[src/dlps_pkg.sv]
`default_nettype none
package dlps_pkg;

   localparam int unsigned NUM_BUTTONS = 3;
   localparam int unsigned BTN_START   = 0;
   localparam int unsigned BTN_SPEED   = 1;
   localparam int unsigned BTN_PATTERN = 2;

   localparam int unsigned CSR_INDEX_W = 2;

   localparam logic [CSR_INDEX_W-1:0] CSR_SLOW_PERIOD     = 2'd0;
   localparam logic [CSR_INDEX_W-1:0] CSR_FAST_PERIOD     = 2'd1;
   localparam logic [CSR_INDEX_W-1:0] CSR_DEBOUNCE_LENGTH = 2'd2;

   localparam logic [7:0] SLOW_PERIOD_RST     = 8'hC8;
   localparam logic [7:0] FAST_PERIOD_RST     = 8'h64;
   localparam logic [7:0] DEBOUNCE_LENGTH_RST = 8'h05;

   localparam logic [7:0] LED_ALL_ON = 8'hFF;
   localparam logic [7:0] LED_TOP    = 8'h80;

   localparam logic [2:0] PAT_INVERT  = 3'd0;
   localparam logic [2:0] PAT_WALK    = 3'd1;
   localparam logic [2:0] PAT_TABLE_A = 3'd2;
   localparam logic [2:0] PAT_TABLE_B = 3'd3;
   localparam logic [2:0] PAT_SHIFT   = 3'd4;
   localparam logic [2:0] PAT_COUNT   = 3'd5;

   localparam logic [3:0] TABLE_A_LEN = 4'd6;
   localparam logic [3:0] TABLE_B_LEN = 4'd12;

   localparam logic [7:0] TABLE_A [16] = '{
      8'h81, 8'h42, 8'h24, 8'h18, 8'h24, 8'h42, 8'h00, 8'h00,
      8'h00, 8'h00, 8'h00, 8'h00, 8'h00, 8'h00, 8'h00, 8'h00
   };

   localparam logic [7:0] TABLE_B [16] = '{
      8'h01, 8'h02, 8'h03, 8'h05, 8'h08, 8'h0D, 8'h15, 8'h22,
      8'h37, 8'h59, 8'h90, 8'hE9, 8'h00, 8'h00, 8'h00, 8'h00
   };

   localparam logic [8:0] SHIFT_FIRST_RST  = 9'd1;
   localparam logic [8:0] SHIFT_SECOND_RST = 9'd2;
   localparam logic [8:0] SHIFT_LIMIT      = 9'h080;

   typedef struct packed {
      logic frame;
      logic edge_start;
      logic edge_speed;
      logic edge_pattern;
   } seq_ctrl_type;

   typedef struct packed {
      logic [7:0] led;
      logic [3:0] step;
      logic [8:0] shift_first;
      logic [8:0] shift_second;
   } pat_state_type;

   function automatic pat_state_type run_pattern(input logic [2:0] code,
                                                 input pat_state_type cur);
      pat_state_type nxt;
      logic [8:0]    sf;
      logic [8:0]    ss;
      logic [8:0]    sum;
      nxt = cur;
      sf  = cur.shift_first;
      ss  = cur.shift_second;
      sum = '0;
      unique case (code)
         PAT_INVERT: begin
            nxt.led = ~cur.led;
         end
         PAT_WALK: begin
            if (cur.led == 8'h00 || cur.led == LED_TOP) begin
               nxt.led = 8'h01;
            end else begin
               nxt.led = {cur.led[6:0], 1'b0};
            end
         end
         PAT_TABLE_A: begin
            nxt.step = (cur.step >= TABLE_A_LEN) ? 4'd0 : cur.step;
            nxt.led  = TABLE_A[nxt.step];
            nxt.step = nxt.step + 4'd1;
         end
         PAT_TABLE_B: begin
            nxt.step = (cur.step >= TABLE_B_LEN) ? 4'd0 : cur.step;
            nxt.led  = TABLE_B[nxt.step];
            nxt.step = nxt.step + 4'd1;
         end
         PAT_SHIFT: begin
            if (sf > SHIFT_LIMIT) begin
               sf = 9'd1;
            end
            if (ss > SHIFT_LIMIT) begin
               ss = 9'd1;
            end
            sum              = sf + ss;
            nxt.led          = sum[7:0];
            nxt.shift_first  = {sf[7:0], 1'b0};
            nxt.shift_second = {ss[7:0], 1'b0};
         end
         default: begin
            nxt.led = 8'h00;
         end
      endcase
      return nxt;
   endfunction

endpackage
`default_nettype wire

[src/dlps_lane.sv]
`default_nettype none
module dlps_lane (
   input  wire logic       clock,
   input  wire logic       reset,
   input  wire logic       tick,
   input  wire logic       frame,
   input  wire logic       raw,
   input  wire logic [7:0] debounce_length,
   output logic            rise
);
   import dlps_pkg::*;

   logic       raw_prev_ff;
   logic       stable_ff;
   logic       stable_prev_ff;
   logic [7:0] count_ff;
   logic [7:0] count_in;
   logic [7:0] count_inc;
   logic       stable_in;

   always_comb begin
      count_inc = count_ff + 8'd1;
      count_in  = count_ff;
      stable_in = stable_ff;
      if (raw == raw_prev_ff) begin
         count_in = count_inc;
         if (count_inc == debounce_length) begin
            count_in  = 8'd0;
            stable_in = raw;
         end
      end else begin
         count_in = 8'd0;
      end
   end

   assign rise = stable_in & ~stable_prev_ff;

   always_ff @(posedge clock) begin
      if (reset) begin
         raw_prev_ff    <= 1'b1;
         stable_ff      <= 1'b1;
         stable_prev_ff <= 1'b1;
         count_ff       <= 8'd0;
      end else if (tick) begin
         raw_prev_ff <= raw;
         stable_ff   <= stable_in;
         count_ff    <= count_in;
         if (frame) begin
            stable_prev_ff <= stable_in;
         end
      end
   end

endmodule
`default_nettype wire

[src/dlps_sequencer.sv]
`default_nettype none
module dlps_sequencer (
   input  wire logic                 clock,
   input  wire logic                 reset,
   input  wire dlps_pkg::seq_ctrl_type ctrl,
   input  wire logic [7:0]           slow_period,
   input  wire logic [7:0]           fast_period,
   output logic [7:0]                period_now,
   output logic [7:0]                led_value
);
   import dlps_pkg::*;

   logic          running_ff, running_in;
   logic          fast_ff, fast_in;
   logic          chosen_ff, chosen_in;
   logic [2:0]    select_ff, select_in;
   logic [7:0]    period_ff, period_in;
   pat_state_type pat_ff, pat_in;

   always_comb begin
      running_in = running_ff;
      fast_in    = fast_ff;
      chosen_in  = chosen_ff;
      select_in  = select_ff;
      period_in  = period_ff;
      pat_in     = pat_ff;
      if (ctrl.edge_start) begin
         if (!running_ff) begin
            running_in = 1'b1;
            pat_in.led = LED_ALL_ON;
         end else begin
            running_in  = 1'b0;
            fast_in     = 1'b0;
            select_in   = 3'd0;
            chosen_in   = 1'b0;
            period_in   = slow_period;
            pat_in.step = 4'd0;
         end
      end
      if (running_in) begin
         if (ctrl.edge_speed) begin
            fast_in   = ~fast_in;
            period_in = fast_in ? fast_period : slow_period;
         end
         if (ctrl.edge_pattern) begin
            chosen_in   = 1'b1;
            pat_in.led  = 8'h00;
            pat_in.step = 4'd0;
            if (select_in == PAT_COUNT) begin
               select_in = 3'd0;
            end
            pat_in    = run_pattern(select_in, pat_in);
            select_in = select_in + 3'd1;
         end else if (chosen_in) begin
            pat_in = run_pattern(select_in - 3'd1, pat_in);
         end
      end else begin
         pat_in.led = 8'h00;
      end
   end

   assign period_now = period_ff;
   assign led_value  = pat_in.led;

   always_ff @(posedge clock) begin
      if (reset) begin
         running_ff          <= 1'b0;
         fast_ff             <= 1'b0;
         chosen_ff           <= 1'b0;
         select_ff           <= 3'd0;
         period_ff           <= SLOW_PERIOD_RST;
         pat_ff.led          <= 8'h00;
         pat_ff.step         <= 4'd0;
         pat_ff.shift_first  <= SHIFT_FIRST_RST;
         pat_ff.shift_second <= SHIFT_SECOND_RST;
      end else if (ctrl.frame) begin
         running_ff <= running_in;
         fast_ff    <= fast_in;
         chosen_ff  <= chosen_in;
         select_ff  <= select_in;
         period_ff  <= period_in;
         pat_ff     <= pat_in;
      end
   end

endmodule
`default_nettype wire

[src/debounced_led_pattern_sequencer.sv]
`default_nettype none
// The LED beat of a frame tick is registered in the result queue and offered on rsp_ from there.
// One tick is taken per clock while req_stall is low; the three button lanes and the frame logic are combinational.
// A two-entry result queue absorbs rsp_stall; req_stall rises only when both entries are full.
// Reset (synchronous, active high): registers return to 200/100/5, buttons read released,
// the block is stopped in slow mode and the result queue is emptied.
module debounced_led_pattern_sequencer (
   input  wire logic                            clock,
   input  wire logic                            reset,
   input  wire logic                            req_valid,
   output logic                                 req_stall,
   input  wire logic                            req_raw_start,
   input  wire logic                            req_raw_speed,
   input  wire logic                            req_raw_pattern,
   output logic                                 rsp_valid,
   input  wire logic                            rsp_stall,
   output logic [7:0]                           rsp_led_value,
   input  wire logic                            csr_valid,
   output logic                                 csr_ready,
   input  wire logic [dlps_pkg::CSR_INDEX_W-1:0] csr_index,
   input  wire logic [7:0]                      csr_data
);
   import dlps_pkg::*;

   logic [7:0] slow_period_ff;
   logic [7:0] fast_period_ff;
   logic [7:0] debounce_length_ff;
   logic [7:0] tick_count_ff, tick_count_in;
   logic [7:0] tick_inc;
   logic [7:0] period_now;
   logic [7:0] led_value;
   logic       tick;
   logic       frame;
   logic [NUM_BUTTONS-1:0] raw;
   logic [NUM_BUTTONS-1:0] rise;
   seq_ctrl_type ctrl;

   logic [7:0] q0_ff, q1_ff;
   logic [1:0] q_count_ff;
   logic       push;
   logic       pop;

   assign csr_ready = 1'b1;

   always_ff @(posedge clock) begin
      if (reset) begin
         slow_period_ff     <= SLOW_PERIOD_RST;
         fast_period_ff     <= FAST_PERIOD_RST;
         debounce_length_ff <= DEBOUNCE_LENGTH_RST;
      end else if (csr_valid) begin
         unique case (csr_index)
            CSR_SLOW_PERIOD:     slow_period_ff     <= csr_data;
            CSR_FAST_PERIOD:     fast_period_ff     <= csr_data;
            CSR_DEBOUNCE_LENGTH: debounce_length_ff <= csr_data;
            default: ;
         endcase
      end
   end

   assign req_stall = (q_count_ff == 2'd2);
   assign tick      = req_valid & ~req_stall;
   assign tick_inc  = tick_count_ff + 8'd1;
   assign frame     = tick & (tick_inc == period_now);
   assign tick_count_in = frame ? 8'd0 : tick_inc;

   always_ff @(posedge clock) begin
      if (reset) begin
         tick_count_ff <= 8'd0;
      end else if (tick) begin
         tick_count_ff <= tick_count_in;
      end
   end

   assign raw[BTN_START]   = req_raw_start;
   assign raw[BTN_SPEED]   = req_raw_speed;
   assign raw[BTN_PATTERN] = req_raw_pattern;

   for (genvar i = 0; i < NUM_BUTTONS; i++) begin : g_lane
      dlps_lane u_lane (
         .clock           (clock),
         .reset           (reset),
         .tick            (tick),
         .frame           (frame),
         .raw             (raw[i]),
         .debounce_length (debounce_length_ff),
         .rise            (rise[i])
      );
   end

   assign ctrl.frame        = frame;
   assign ctrl.edge_start   = frame & rise[BTN_START];
   assign ctrl.edge_speed   = frame & rise[BTN_SPEED];
   assign ctrl.edge_pattern = frame & rise[BTN_PATTERN];

   dlps_sequencer u_seq (
      .clock       (clock),
      .reset       (reset),
      .ctrl        (ctrl),
      .slow_period (slow_period_ff),
      .fast_period (fast_period_ff),
      .period_now  (period_now),
      .led_value   (led_value)
   );

   assign rsp_valid     = (q_count_ff != 2'd0);
   assign rsp_led_value = q0_ff;
   assign pop           = rsp_valid & ~rsp_stall;
   assign push          = frame;

   always_ff @(posedge clock) begin
      if (reset) begin
         q_count_ff <= 2'd0;
      end else begin
         if (push && !pop) begin
            q_count_ff <= q_count_ff + 2'd1;
         end else if (pop && !push) begin
            q_count_ff <= q_count_ff - 2'd1;
         end
      end
      if (pop) begin
         if (push && q_count_ff == 2'd1) begin
            q0_ff <= led_value;
         end else begin
            q0_ff <= q1_ff;
            if (push) begin
               q1_ff <= led_value;
            end
         end
      end else if (push) begin
         if (q_count_ff == 2'd0) begin
            q0_ff <= led_value;
         end else begin
            q1_ff <= led_value;
         end
      end
   end

endmodule
`default_nettype wire

[config.mk]
export PLATFORM = sky130hd
export DESIGN_NAME = debounced_led_pattern_sequencer
export DESIGN_NICKNAME = d
export VERILOG_FILES = /design/src/dlps_pkg.sv /design/src/dlps_lane.sv /design/src/dlps_sequencer.sv /design/src/debounced_led_pattern_sequencer.sv
export SDC_FILE = /design/constraint.sdc
export NUM_CORES = 1
export LEC_CHECK = 0
export BUFFER_PORTS_ARGS = -buffer_cell sky130_fd_sc_hd__buf_2
export CAP_MARGIN = 20
export CORE_ASPECT_RATIO = 0.6
export CORE_UTILIZATION = 30
export CTS_BUF_LIST = sky130_fd_sc_hd__clkbuf_4 sky130_fd_sc_hd__clkbuf_8
export CTS_CLUSTER_DIAMETER = 60
export CTS_CLUSTER_SIZE = 20
export DETAILED_ROUTE_END_ITERATION = 8
export PLACE_DENSITY_LB_ADDON = 0.25
export SYNTH_ARGS = -nofsm -noshare
export SYNTH_HDL_FRONTEND = slang
export SYNTH_SLANG_ARGS = --single-unit
[constraint.sdc]
create_clock -name clock -period 6.1 [get_ports clock]
set_clock_uncertainty 0.1 [all_clocks]
set_input_delay 0.61 -clock clock [delete_from_list [all_inputs] [get_ports clock]]
set_output_delay 0.61 -clock clock [all_outputs]
set_load 0.02 [all_outputs]
Word level (Yosys, flattened, before mapping)
Memories as Yosys holds them, arrays and structs flattened.
Index checks and enable logic that the tools add are counted.
Widths: inputs -> output; s select.
{ "classes": {"add_sub_neg": 12, "mul": 0, "n_div": 0, "order_cmp": 6, "eq_ne": 24, "shift": 0, "n_mux": 82, "bitwise": 18, "n_reduce_logical": 27} }
{ "op_table": {"columns": ["op", "count"], "rows": [
  ["$mux 8", 44],
  ["$mux 30", 2],
  ["$pmux 8 s5", 1],
  ["$mux 18", 2],
  ["$add 8x1->8 const B", 4],
  ["$eq 8x8->1", 4],
  ["$pmux 8 s4", 1],
  ["$mux 22", 1],
  ["$mux 3", 7],
  ["$gt 9x8->1 const B", 2],
  ["$mux 1", 17],
  ["$add 8x8->8", 2],
  ["$reduce_bool 2->1", 7],
  ["$eq 3x2->1 const B", 4],
  ["$mux 12", 1],
  ["$mux 4", 3],
  ["$ge 5x5->1 const B", 2],
  ["$not 4->5", 2],
  ["$reduce_and 2->1", 5],
  ["$and 1x1->1", 9],
  ["$eq 3x3->1 const B", 3],
  ["$add 4x1->4 const B", 2],
  ["$eq 8x8->1 const B", 1],
  ["$logic_not 8->1", 1],
  ["24 further kinds", 42]
]} }
{ "totals": {"ff_bits": 127, "latch_bits": 0, "ram_bits": 0, "rom_bits": 256, "in_bits": 18, "output_inout_bits": 11, "elab_cells": 199, "mem_count": 2} }
{ "memory_table": {"columns": ["memory", "words", "word_bits", "read_ports", "rd_ports_with_merged_regs", "wr", "line_no", "rtl"], "rows": [
  ["(no name shown)", 16, 8, 1, 0, 0, "dlps_pkg.sv:83", "nxt.led = TABLE_A[nxt.step];"],
  ["(no name shown)", 16, 8, 1, 0, 0, "dlps_pkg.sv:88", "nxt.led = TABLE_B[nxt.step];"]
]} }

Depth between registers and ports, before layout
{ "logic_depth": {"ltp_word": 22, "mapped_depth": 22} }

Hierarchy
A second synthesis with hierarchy kept.
{ "unflattened": {"cells_unflattened": 1064, "hier_area_um2": 8584.5} }
{ "modules_own_cells": {"columns": ["mod", "n_inst", "cells_per_inst", "area_per_inst_um2", "seq_area_each_um2"], "rows": [
  ["dlps_sequencer", 1, 518, 3744.8, 860.8],
  ["dlps_lane", 3, 103, 820.8, 220.2],
  ["debounced_led_pattern_sequencer", 1, 237, 2377.3, 1161.1]
]} }

Least setup slack after synthesis
No wires, ideal clock.
{ "synth_timing": {"path_kind": "register to register", "start": "reg q_count_ff[0]", "end": "reg q0_ff[5], in the netlist rsp_led_value[5], data pin", "setup_ns": 0.280, "arrival_time_ns": 4.388, "slack_ns": 1.333, "stages_incl_launch_ff": 22, "n_path_buf": 2, "synth_period_minus_slack_ns": 4.767, "path_cell_list": "dfxtp_1 inv_1 ha_1 nand2b_1 clkbuf_1 or4_1 nor4_2 nand3_1 clkbuf_1 nand3_1 inv_1 ha_1 nand2_1 nor2_1 o21ai_0 o21ai_0 a21oi_1 o221ai_1 nor3_1 a31oi_1 a21oi_1 o31ai_1"} }
{ "synth_between": {"elab_chain_len": 19, "elab_cells_between_ends": 56, "classes_between": "add/sub (1); order compare (2); eq/ne (12); mux (23); bitwise (9); reduce/logical (7); memory (2)"} }
{ "synth_rtl": {"columns": ["element", "line_no", "rtl"], "rows": [
  ["start, declared", "debounced_led_pattern_sequencer.sv:39", "logic [1:0] q_count_ff;"],
  ["start signal, assigned", "debounced_led_pattern_sequencer.sv:115", "q_count_ff <= q_count_ff + 2'd1;"],
  ["start signal, assigned", "debounced_led_pattern_sequencer.sv:117", "q_count_ff <= q_count_ff - 2'd1;"],
  ["$eq 2x2->1 *", "debounced_led_pattern_sequencer.sv:60", "assign req_stall = (q_count_ff == 2'd2);"],
  ["net req_stall", "debounced_led_pattern_sequencer.sv:11", "output logic req_stall,"],
  ["$not 1->1 *", "debounced_led_pattern_sequencer.sv:61", "assign tick = req_valid & ~req_stall;"],
  ["$and 1x1->1 *", "debounced_led_pattern_sequencer.sv:61", null],
  ["$and 1x1->1 *", "debounced_led_pattern_sequencer.sv:63", "assign frame = tick & (tick_inc == period_now);"],
  ["$and 1x1->1", "debounced_led_pattern_sequencer.sv:91", "assign ctrl.edge_start = frame & rise[BTN_START];"],
  ["$mux 12", "dlps_sequencer.sv:27", "if (ctrl.edge_start) begin"],
  ["$ge 4x4->1 / $ge 4x3->1 (equally long branches)", "dlps_pkg.sv:87, dlps_pkg.sv:82", null],
  ["[3 not listed]", null, null],
  ["$mux 8 (on tied branches) (2 in a row)", "dlps_pkg.sv:88, dlps_pkg.sv:83", null],
  ["$pmux 8 s5", "dlps_pkg.sv:70", "unique case (code)"],
  ["$mux 30", "dlps_sequencer.sv:54", "end else if (chosen_in) begin"],
  ["$mux 30", "dlps_sequencer.sv:45", "if (ctrl.edge_pattern) begin"],
  ["$mux 8", "dlps_sequencer.sv:40", "if (running_in) begin"],
  ["$mux 8", "debounced_led_pattern_sequencer.sv:130", "if (q_count_ff == 2'd0) begin"],
  ["$mux 8", "debounced_led_pattern_sequencer.sv:129", "end else if (push) begin"],
  ["$mux 8 *", "debounced_led_pattern_sequencer.sv:120", "if (pop) begin"],
  ["end signal, assigned", "debounced_led_pattern_sequencer.sv:122", "q0_ff <= led_value;"],
  ["end signal, assigned", "debounced_led_pattern_sequencer.sv:124", "q0_ff <= q1_ff;"],
  ["end signal, assigned", "debounced_led_pattern_sequencer.sv:131", "q0_ff <= led_value;"],
  ["end, declared", "debounced_led_pattern_sequencer.sv:38", "logic [7:0] q0_ff, q1_ff;"]
]} }
Mark *: on every way through the listed nets, which the timed path passes. The rest lies on a longest branch. The select of a mux whose other input is x is not followed.
A chain may end at the register's enable or synchronous reset.

Final worst setup path
{ "layout_timing": {"start": "reg g_lane[0].u_lane.count_ff[0]", "end": "reg q0_ff[5], in the netlist rsp_led_value[5], data pin"} }
{ "layout_between": {"elab_chain_len": 20, "elab_cells_between_ends": 52, "classes_between": "add/sub (2); order compare (2); eq/ne (11); mux (25); bitwise (5); reduce/logical (5); memory (2)"} }
{ "layout_rtl": {"columns": ["element", "line_no", "rtl"], "rows": [
  ["start, declared", "dlps_lane.sv:16", "logic [7:0] count_ff;"],
  ["start signal, assigned", "dlps_lane.sv:47", "count_ff <= count_in;"],
  ["$add 8x1->8 *", "dlps_lane.sv:22", "count_inc = count_ff + 8'd1;"],
  ["$eq 8x8->1 *", "dlps_lane.sv:27", "if (count_inc == debounce_length) begin"],
  ["$mux 1 *", "dlps_lane.sv:27", null],
  ["$mux 1 *", "dlps_lane.sv:25", "if (raw == raw_prev_ff) begin"],
  ["$and 1x1->1 *", "dlps_lane.sv:36", "assign rise = stable_in & ~stable_prev_ff;"],
  ["$and 1x1->1 *", "debounced_led_pattern_sequencer.sv:91", null],
  ["$mux 12", "dlps_sequencer.sv:27", null],
  ["$ge 4x4->1 / $ge 4x3->1 (equally long branches)", "dlps_pkg.sv:87, dlps_pkg.sv:82", null],
  ["[3 not listed]", null, null],
  ["$mux 8 (on tied branches) (2 in a row)", "dlps_pkg.sv:88, dlps_pkg.sv:83", null],
  ["$pmux 8 s5", "dlps_pkg.sv:70", null],
  ["$mux 30", "dlps_sequencer.sv:54", null],
  ["$mux 30", "dlps_sequencer.sv:45", null],
  ["$mux 8 *", "dlps_sequencer.sv:40", null],
  ["$mux 8", "debounced_led_pattern_sequencer.sv:130", null],
  ["$mux 8", "debounced_led_pattern_sequencer.sv:129", null],
  ["$mux 8 *", "debounced_led_pattern_sequencer.sv:120", null]
]} }
Mark *: on every way between the ends. The rest lies on a longest branch, timed or not. The select of a mux whose other input is x is not followed.

==> qor_table.md <==
| Group | Item | Reported |
|:---|:---|:---|
| outcome | Result of the run | complete, no violations |
| route | Initial DRC count | 702 |
| placed design | Number of input and output port buffers inserted | 27 |
| global routing | Remaining global-route overflow | 0 |
| global routing | First-pass GRT wire length | 35800 um |
| synthesis | Cell Area, Synth | 8050 um2 |
| worst setup path | Chain of cells forming the critical path | ha_1 > nand3_1 > or3_1 > a22oi_2 > a41oi_1 > o21ai_1 > buf_4 > nand3_1 > nand3_1 > inv_1 > ha_1 > nand2_1 > nor2_1 > o21ai_0 > o21ai_0 > a21oi_1 > o221ai_1 > nor3_1 > a31oi_1 > a21oi_1 > o31ai_1 |
| worst setup path | Data arrival time of the worst path | 5.10 ns |
| placed design | Last weighted congestion value of the routability-driven placer | 0.946 |
| worst setup path | Critical Path RT | 6.19 ns |
| route | Routed via count | 7177 |
| sta | RSZ-0062 raised after global routing | false |
| worst setup path | Kind of critical path | reg -> reg |
| finish | ANT cells | 0 |
| sta | Rel. slew slack | 0.286 |
| floorplan | Core outline area | 26400 um2 |
| route | Wire length per cell | 16.4 um |
| worst setup path | Highest net fanout along the worst path | 12 |
| finish | Share of post-route cells with drive strength above 1 | 0.0967 |
| finish | Most common cell after layout, fill and taps aside | nor2_1 |
| cts | Count of hold-fix buffers inserted at cts | 0 |
| cts | # H-tree levels | 4 |
| synthesis | Syn Inst Count | 1001 |
| route | Top routing layer in use | met4 |
| synthesis | Most frequently used flop master after synthesis | dfxtp_1 |
| worst setup path | Cell with the biggest individual delay on the critical path | or3_1 |
| sta | Max frequency | 200 MHz |
| pwr | Portion of total power attributed to the clock network | 0.411 |
| sta | Post-route fraction of the period consumed by the critical path | 0.821 |
| route | Metal2 WL | 7600 um |
| global routing | Tot GR Track Use | 0.169 |
| floorplan | Y dimension of the die | 129 um |
| synthesis | Register area share after synthesis | 0.333 |
| synthesis | #FFs+latches synth | 126 |
| sta | Slew at the pin with the worst max-slew slack | 1.07 ns |
| cts | CTS resizes | 0 |
| cts | Clock tree root buffer cell | clkbuf_8 |
| synthesis | Mapped Nets | 1044 |
| pwr | Cell-internal power | 1.28 mW |
| floorplan | Number of placement rows | 46 |
| synthesis | Number of synthesized flops with an enable pin | 16 |
| route | Number of antenna-violating nets in the routed design | 0 |
| cts | Clock buffer depth | 2 |
| min path | Worst min-delay path category | in -> reg |
| cts | Clock latency reported for the late side of the worst-skew pair | 0.47 ns |
| synthesis | Count of yosys warnings during synthesis | 0 |
| finish | Final net count | 1033 |
| pwr | Switching share of power | 0.279 |
| worst setup path | Highest cell delay on the worst timing path | 0.45 ns |
| sta | Sum of negative setup slack | 0 ns |
| cts | Num CTS Buffers | 17 |
| pwr | Power per standard cell area | 202 nW/um2 |
| synthesis | Average cell area after synthesis | 8.04 um2 |
| route | Detailed-route vias per instance | 5.27 |
| sta | Final hold viol count | 0 |
| finish | Final core utilization | 0.334 |
| route | First-pass iteration count of the detailed router | 5 |
| pwr | Portion of total power attributed to combinational logic | 0.095 |
| worst setup path | Most prevalent standard cell on the critical path | nand3_1 |
| worst setup path | Critical path endpoint category | register |
| route | Number of DRC violations after detailed routing | 0 |
| cts | Number of buffers inserted by post-CTS setup repair | 0 |
| cts | TritonCTS clock tree | built |
| synthesis | Count of distinct cell types in the synthesized netlist | 83 |
| floorplan | Number of placed I/O pins | 29 |
| cts | Clock-pin slew reported for the worst setup and hold paths after clock tree synthesis | 0.08 ns |
| flow run | Maxcap violations | 0 |
| route | Detailed route wirelength on metal3 | 1750 um |
| floorplan | Width of the chip | 213 um |
| route | Wire length reported by the detailed router | 22300 um |
| sta | Fin crit period | 5.01 ns |
| sta | Number of setup violations in the final report | 0 |
| finish | Number of filler cells placed in the layout | 2834 |
| floorplan | Effective utilization at floorplan | 0.305 |
| floorplan | Area of the die | 27500 um2 |
| global routing | Number of antenna violations at the first check in global routing | 0 |
| cts | Clk sinks | 126 |
| finish | Top library cells by usage in the layout, fill and taps aside | 119 x nor2_1, 110 x dfxtp_1, 73 x a21oi_1 |
| route | Sum of routed wire segments on met1 | 12700 um |
| pwr | Worst supply voltage drop on vdd | 0.117 mV |
| pwr | Sequential group share of total power | 0.494 |
| placed design | HPWL Detailed | 15900 um |
| global routing | Number of global-route vias before repair | 6298 |
| finish | Area growth from synthesis to layout | 9.47% |
| pwr | Cell leakage power | 3.29 nW |
| sta | Final number of max-transition violations | 0 |
| pwr | Power spent charging and discharging nets | 0.496 mW |
| synthesis | Async SR Flop Fraction | 0 |
| worst setup path | Category of the worst setup path launch point | register |
| global routing | Pin count of the biggest net entering global routing | 95 |
power groups by stage:
stage	sequential [mW]	clock [mW]	combinational, mW
final	0.878	0.731	0.169
after global routing	0.881	0.797	0.189
after CTS	0.878	0.755	0.169
after detailed placement	0.897	0	0.168
after global placement	0.896	0	0.167
after floorplan	0.894	0	0.122
sequential cells by signal (all words and copies together), names as in the netlist, 3 cells and up:
name and flops:
fast_period_ff 8, debounce_length_ff 8, g_lane.u_lane.stable_prev_ff 3, g_lane.u_lane.stable_ff 3, g_lane.u_lane.raw_prev_ff 3, tick_count_ff 8
rsp_led_value 8, g_lane.u_lane.count_ff 24, q1_ff 8, u_seq.pat_ff 29, u_seq.select_ff 3, slow_period_ff 8
u_seq.period_now 8
critical path, delay by kind of cell (launching register included):
family | cells | cell delay (ns)
AND/OR/NAND/NOR | 7 | 1.53
buffers and inverters | 2 | 0.32
flip-flops | 1 | 0.42
adder cells (fa/ha/maj) | 2 | 0.54
AO/OA/AOI/OAI | 10 | 1.82
Yosys cell counts, types with 4 or more instances:
cell | count | share of area
or4_1 | 4 | 0.0037
a211oi_1 | 18 | 0.017
a31oi_1 | 9 | 0.0070
xnor2_1 | 25 | 0.027
edfxtp_1 | 16 | 0.060
mux2i_1 | 23 | 0.029
or2_2 | 7 | 0.0054
o21ai_0 | 43 | 0.027
clkbuf_1 | 51 | 0.024
or3_1 | 23 | 0.018
buf_4 | 6 | 0.0056
a21oi_1 | 73 | 0.045
nand2_1 | 64 | 0.030
buf_2 | 9 | 0.0056
o31ai_1 | 16 | 0.015
and2_1 | 9 | 0.0070
a211o_1 | 20 | 0.022
nand3_1 | 41 | 0.025
nor2b_1 | 18 | 0.014
inv_1 | 40 | 0.019
nor4_1 | 13 | 0.010
nor2_1 | 119 | 0.056
nand3b_1 | 5 | 0.0047
dfxtp_1 | 110 | 0.27
a221oi_1 | 4 | 0.0044
ha_1 | 24 | 0.037
xor2_1 | 20 | 0.022
o21ai_1 | 6 | 0.0037
a22oi_1 | 6 | 0.0056
nand4_1 | 9 | 0.0070
nor3b_1 | 11 | 0.010
o211ai_1 | 8 | 0.0075
mux2_2 | 5 | 0.0070
buf_1 | 4 | 0.0019
a21o_1 | 9 | 0.0084
nand2b_1 | 18 | 0.014
a22o_1 | 5 | 0.0054
and3_1 | 14 | 0.011
nor3_1 | 24 | 0.015
per-layer routing:
layer,vias to the layer above,GRT usage
met4,0,0.0508
li1,3600,-
met3,25,0.0456
met1,3303,0.281
met5,-,0
met2,249,0.194
worst paths after layout:
path | from | to | slack (ns) | cells after the start
worst max-delay path | g_lane[0].u_lane.count_ff[0] | rsp_led_value[5] | 1.09 | 21
worst min-delay path | csr_data[6] | slow_period_ff[6] | 0.27 | 2
worst max register to register | g_lane[0].u_lane.count_ff[0] | rsp_led_value[5] | 1.09 | 21
worst min register to register | fast_period_ff[2] | fast_period_ff[2] | 0.37 | 1
kinds of logic (layout without fill, tap and decap cells):
| family | Yosys count | after routing | share of synthesized area |
|---|---|---|---|
| AOI/OAI and AO/OA | 260 | 260 | 0.221 |
| and+or+nand+nor | 396 | 396 | 0.253 |
| other | 1 | 1 | 0.000466 |
| xor gates and xnor gates | 46 | 46 | 0.0518 |
| adders and majority gates | 26 | 26 | 0.0410 |
| muxes | 30 | 30 | 0.0384 |
| buffers and inverters | 116 | 118 | 0.0611 |
| DFF | 126 | 126 | 0.333 |
cell type report:
class                           count  area, um2  share of cell area
Clock buffer                       17        234              0.0266
Clock inverter                     15        145              0.0165
Multi-Input combinational cell    759       4880               0.554
Inverter                           43        161              0.0183
Timing Repair Buffer               43        258              0.0293
Sequential cell                   126       2680               0.305
Tap cell                          360        450              0.0511
metrics by stage:
step / power [mW] / instances / worst slack (ns) / instance area, um2 / hold WS (ns)
finish: 1.78 / 1363 / 1.09 / 8810 / 0.265
CTS: 1.80 / 1361 / 1.19 / 8800 / 0.226
floorplan: 1.02 / 1001 / 1.33 / 8050 / 0.323
global placement: 1.06 / 1328 / 1.33 / 8410 / 0.343
global route: 1.87 / 1363 / 0.657 / 8810 / 0.247
detailed placement: 1.07 / 1329 / 1.23 / 8420 / 0.354
(Power assumes the default switching activity.)
